===== src/directed_cycle_finder_assert.svh =====
// ----------------------------------------------------------------------------
// directed cycle finder assertion macros
// concurrent checks sampled on clk_i, off while rst_ni is low
// ----------------------------------------------------------------------------
`ifndef DIRECTED_CYCLE_FINDER_ASSERT_SVH
`define DIRECTED_CYCLE_FINDER_ASSERT_SVH

// same-cycle implication
`define DCF_ASSERT_IMP(lbl, ante, cons, msg) \
  lbl: assert property (@(posedge clk_i) disable iff (!rst_ni) (ante) |-> (cons)) \
    else $error(msg);

// next-cycle implication
`define DCF_ASSERT_NXT(lbl, ante, cons, msg) \
  lbl: assert property (@(posedge clk_i) disable iff (!rst_ni) (ante) |=> (cons)) \
    else $error(msg);

`endif


===== src/dcf_ram.sv =====
`timescale 1ns / 1ps
// ----------------------------------------------------------------------------
// dcf_ram
// simple dual port ram, one write and one registered read per cycle
// ----------------------------------------------------------------------------
module dcf_ram #(
  parameter int unsigned DEPTH = 64,
  parameter int unsigned WIDTH = 8
) (
  input  logic                     clk_i,
  input  logic                     we_i,
  input  logic [$clog2(DEPTH)-1:0] waddr_i,
  input  logic [WIDTH-1:0]         wdata_i,
  input  logic                     re_i,
  input  logic [$clog2(DEPTH)-1:0] raddr_i,
  output logic [WIDTH-1:0]         rdata_o
);

  logic [WIDTH-1:0] mem [DEPTH];
  logic [WIDTH-1:0] rdata_q;

  // read returns the old word on a same-address write
  always_ff @(posedge clk_i) begin
    if (we_i) begin
      mem[waddr_i] <= wdata_i;
    end
    if (re_i) begin
      rdata_q <= mem[raddr_i];
    end
  end

  assign rdata_o = rdata_q;

endmodule


===== config.mk =====
export PLATFORM = sky130hd
export DESIGN_NAME = dcf_ram
export DESIGN_NICKNAME = d
export VERILOG_FILES = /design/src/directed_cycle_finder_assert.svh /design/src/dcf_ram.sv
export SDC_FILE = /design/constraint.sdc
export NUM_CORES = 1
export LEC_CHECK = 0
export ABC_AREA = 1
export BUFFER_PORTS_ARGS = -buffer_cell sky130_fd_sc_hd__buf_2
export CAP_MARGIN = 10
export CORE_MARGIN = 2
export CORE_UTILIZATION = 30
export DETAILED_ROUTE_END_ITERATION = 6
export GPL_TIMING_DRIVEN = 0
export PLACE_DENSITY = 0.42
export SYNTH_ARGS = -nofsm -noshare
export SYNTH_HDL_FRONTEND = slang
export SYNTH_SLANG_ARGS = --single-unit

===== constraint.sdc =====
create_clock -name clk_i -period 2.8 [get_ports clk_i]
set_input_delay 0.28 -clock clk_i [delete_from_list [all_inputs] [get_ports clk_i]]
set_output_delay 0.28 -clock clk_i [all_outputs]
set_load 0.02 [all_outputs]

---- Yosys cells after proc, flatten, opt, wreduce, memory -nomap -nowiden ----
Memories as Yosys holds them, arrays and structs flattened. A register that Yosys moved wholly into a read port is not among the register bits.
Index checks and enable logic that the tools add are counted.
storage, ports and cells
  bits in registers ....................... 0
  bits in latches ......................... 0
  RAM bits ................................ 512
  ROM bits ................................ 0
  output and inout port bits .............. 8
  word-level logic and storage cells ...... 3
  memories kept ........................... 1
cells by class
  $add $sub $neg .......................... 0
  multiply operators ...................... 0
  div/mod/pow operators ................... 0
  $lt $le $gt $ge ......................... 0
  equality and inequality tests ........... 0
  shift operators ......................... 0
  mux-type cells .......................... 2
  bitwise operators ....................... 0
  reduce and logical (&&, ||, !) cells .... 0
memory list
  memory  words  width  read ports  clocked after Yosys merged registers in  write ports  RTL line       text
  mem     64     8      1           1                                        1            dcf_ram.sv:19  logic [WIDTH-1:0] mem [DEPTH];
operator list
  kind    number
  $mux 1  2

---- Longest topological paths before layout ----
  depth after elaboration ................. 2
  gate-level depth with buffers ........... 12
  gate-level depth less buffers ........... 9

---- Least setup slack after synthesis ----
OpenSTA, ideal clock, no wires.
  path type ............................... input to register
  start point ............................. input we_i
  end point ............................... memory mem[48][0] (enable)
  library setup time ...................... 0.395 ns
  arrival ................................. 1.651 ns
  slack ................................... 0.754 ns
  stages .................................. 3
  path through ............................ clkbuf_1 -> nand4_1 -> nor4_1
on the way
  cells in the longest elaborated chain, start to end .. 2
ends and longest elaborated chain
  what                          RTL line       text
  start, declared               dcf_ram.sv:11  input logic we_i,
  $mux 1                        dcf_ram.sv:24  if (we_i) begin
  $mux 1 (implied by the code)  dcf_ram.sv:25  mem[waddr_i] <= wdata_i;
  end, declared                 dcf_ram.sv:19
Every way passes these cells.

---- Worst setup path in the final report ----
  start point ............................. input waddr_i[2]
  end point ............................... memory mem[27][2] (enable)
RTL lines
  what             RTL line       text
  start, declared  dcf_ram.sv:12  input logic [$clog2(DEPTH)-1:0] waddr_i,
Straight into the memory's write port.

==> impl_metrics.env <==
export IMPL_synthMuxAreaShare_pct=0
export IMPL_unrepaired_setup_endpoints_after_global_routing="false"
export IMPL_synthesis_nets=1828
export IMPL_route_final_wire_length_um=70800
export IMPL_startpoint_type="primary input"
export IMPL_peakVddDrop_mv=0.520
export IMPL_via_count_of_the_first_global_routing_pass=13900
export IMPL_synthDistinctLibCells=15
export IMPL_arrival_ns=2.68
export IMPL_reg_power_share_pct=49.9
export IMPL_p_per_area_mw_per_mm2=703
export IMPL_mostFrequentLayoutCell="sky130_fd_sc_hd__nand2_1"
export IMPL_total_leakage_power_nw=8.78
export IMPL_p_sw_mw=4.06
export IMPL_wl_per_cell_um=24.6
export IMPL_synth_sequential_area_ratio_pct=72.9
export IMPL_die_y_um=271
export IMPL_fp_dieW_um=271
export IMPL_yosys_warnings=0
export IMPL_number_of_instances_resized_during_post_cts_repair=0
export IMPL_timing_hold_worst_class="primary input to register"
export IMPL_cts_max_path_buffers=3
export IMPL_final_setup_skew_ns=0.0120
export IMPL_setup_violations_final=0
export IMPL_cts_root_buffer="sky130_fd_sc_hd__clkbuf_16"
export IMPL_route_antenna_remaining_nets=0
export IMPL_rows=97
export IMPL_numPlacedInstances=2775
export IMPL_timing_final_max_slew_violations=0
export IMPL_grt_max_degree=65
export IMPL_critPathMaxFanout=9
export IMPL_critical_path_endpoint_type="register"
export IMPL_synth_compound_gate_area_share_pct=0
export IMPL_synth_top_family_by_area="simple AND/OR/NAND/NOR gates"
export IMPL_timing_hold_worst_start="re_i"
export IMPL_drcViolationCount=0
export IMPL_min_to="rdata_o[2]$_DFFE_PP_"
export IMPL_numPortBuffers=22
export IMPL_area_delta_synth_final_pct=15.2
export IMPL_post_route_cells_drive_above_1_share_pct=10.8
export IMPL_final_fill_count=7049
export IMPL_worst_r2r_path_depth=8
export IMPL_multi_input_comb_area_mm2=0.00500
export IMPL_postCtsSetupBuffers=0
export IMPL_p_sw_share_pct=23.4
export IMPL_rrSetupSlack_ns=1.07
export IMPL_yosys_area_share_adder_pct=0
export IMPL_cts_sinks=520
export IMPL_initial_utilization_pct=30.4
export IMPL_worstMarginPinSlew_ns=1.14
export IMPL_vias_per_cell=4.96
export IMPL_power_share_combinational_pct=7.0
export IMPL_fin_hold_ws_ns=0.0665
export IMPL_cts_made_buffers=57
export IMPL_post_synth_xor_area_fraction_pct=0
export IMPL_cts_htree_levels=2
export IMPL_synthesis_area_per_instance_um2=11.9
export IMPL_timing_critical_path_required_ns=3.03
export IMPL_reg2reg_start="mem[37][0]$_DFFE_PP_"
export IMPL_power_share_clock_pct=43.1
export IMPL_final_min_period_over_clock_period_pct=87.4
export IMPL_timing_rr_end="rdata_o[0]$_DFFE_PP_"
export IMPL_synth_area_mm2=0.0214
export IMPL_max_cap_violations=0
export IMPL_place_hpwl_um=47100
export IMPL_post_synthesis_cells=1805
export IMPL_ys_seq_elements=520
export IMPL_report_final_hold_viol_count=0
export IMPL_internal_mw=13.3
export IMPL_die_area_mm2=0.0736
export IMPL_clkTransAtPathRegs_ns=0.06
export IMPL_routabilityCongestion=0.906
export IMPL_post_synthesis_share_of_cell_area_spent_on_and_or_nand_and_nor_gates_pct=23.1
export IMPL_clock_insertion_delay_worst_skew_ns=0.61
export IMPL_finish_cell_count_without_fillers=2879
export IMPL_vias=14300
export IMPL_totalPowerFinal_mw=17.4
export IMPL_seq_area_mm2=0.0156
export IMPL_num_nets_final=1918
export IMPL_drt_first_pass_iters=5
export IMPL_antenna_found_initial=4
export IMPL_layout_min_cycle_time_ns=2.45
export IMPL_violation_count_after_the_first_detailed_routing_iteration=1551
export IMPL_grt_overflow=0
export IMPL_hold_crit_depth=1
export IMPL_io_pins=31
export IMPL_design_core_area_mm2=0.0704
export IMPL_grt_pass1_wl_um=101000
export IMPL_maxSlewHeadroom_pct=24.0
export IMPL_cts_tree="yes"
export IMPL_most_used_cells_in_the_layout_excluding_fill_and_tap_cells="648 x sky130_fd_sc_hd__nand2_1, 520 x sky130_fd_sc_hd__edfxtp_1, 439 x sky130_fd_sc_hd__nand3_1"
export IMPL_cts_hold_buffers_added=0
export IMPL_clock_fmax_mhz=409
export IMPL_status="completed"
export IMPL_total_track_usage_pct=19.2
export IMPL_critPathKind="primary input to register"
==> area by class of cell <==
cell class                      count  area share [%]
Sequential cell                   520            63.3
Tap cell                          940            4.77
Clock buffer                       70            6.15
Buffer                            113            3.28
Inverter                           12           0.203
Multi-Input combinational cell   1160            20.2
Antenna cell                        2          0.0203
Clock inverter                     31            1.23
Timing Repair Buffer               31           0.842
==> logic make-up after synthesis <==
logic type    Yosys count
simple gates         1160
flops                 520
buf+inv               125
==> state kept, by name, indices dropped and copies added (netlist names) <==
| name | cells |
|---|---|
| rdata_o | 8 |
| mem | 512 |
==> Yosys cell counts, drive strengths merged <==
cell type	instances	area, µm²
buf	98	752
clkbuf	15	56.3
edfxtp	520	15600
inv	12	50.1
nand2	648	2430
nand3	439	2200
nand4	9	56.3
nor2	56	210
nor4	8	50.1
==> metrics by stage <==
step / setup TNS [ns] / utilization, % / setup slack (ns) / cell area (µm²)
6_report: 0 / 35.1 / 0.354 / 24700
2_1_floorplan: 0 / - / 0.754 / 21400
5_1_grt: 0 / 35.1 / 0.279 / 24700
3_3_place_gp: -4.20 / 32.3 / -0.138 / 22700
4_1_cts: 0 / 35.0 / 0.382 / 24700
3_5_place_dp: -20.19 / 32.4 / -0.264 / 22800
==> layer usage <==
metal	global-route usage (%)	wire [µm]	up-vias
li1	-	-	6556
met1	27.1	31900	7136
met5	0	13	-
met4	6.13	2060	2
met3	2.87	4330	111
met2	30.4	32600	467
==> worst max-delay path: stages <==
cell and delay (ns):
sky130_fd_sc_hd__clkbuf_1 0.21, sky130_fd_sc_hd__inv_1 0.29, sky130_fd_sc_hd__nand4_1 0.81, sky130_fd_sc_hd__nor2_1 1.06
==> power groups by stage <==
| stage | logic (mW) | clock network (mW) | registers [mW] |
|---|---|---|---|
| floorplan | 0.606 | 0 | 8.83 |
| global placement | 1.20 | 0 | 8.83 |
| detailed placement | 1.21 | 0 | 8.82 |
| CTS | 1.21 | 7.61 | 8.66 |
| global route | 1.31 | 7.93 | 8.66 |
| finish | 1.21 | 7.49 | 8.66 |
==> how the worst max path moves through the flow <==
stage	start	to	depth (start not counted)
2_1_floorplan	we_i	mem[48][0]$_DFFE_PP_	3
3_3_place_gp	waddr_i[3]	mem[48][3]$_DFFE_PP_	4
3_5_place_dp	waddr_i[2]	mem[27][3]$_DFFE_PP_	4
4_1_cts	waddr_i[0]	mem[26][1]$_DFFE_PP_	4
5_1_grt	waddr_i[0]	mem[26][1]$_DFFE_PP_	4
6_report	waddr_i[2]	mem[27][2]$_DFFE_PP_	4
Power figures use the tool's default switching activity.
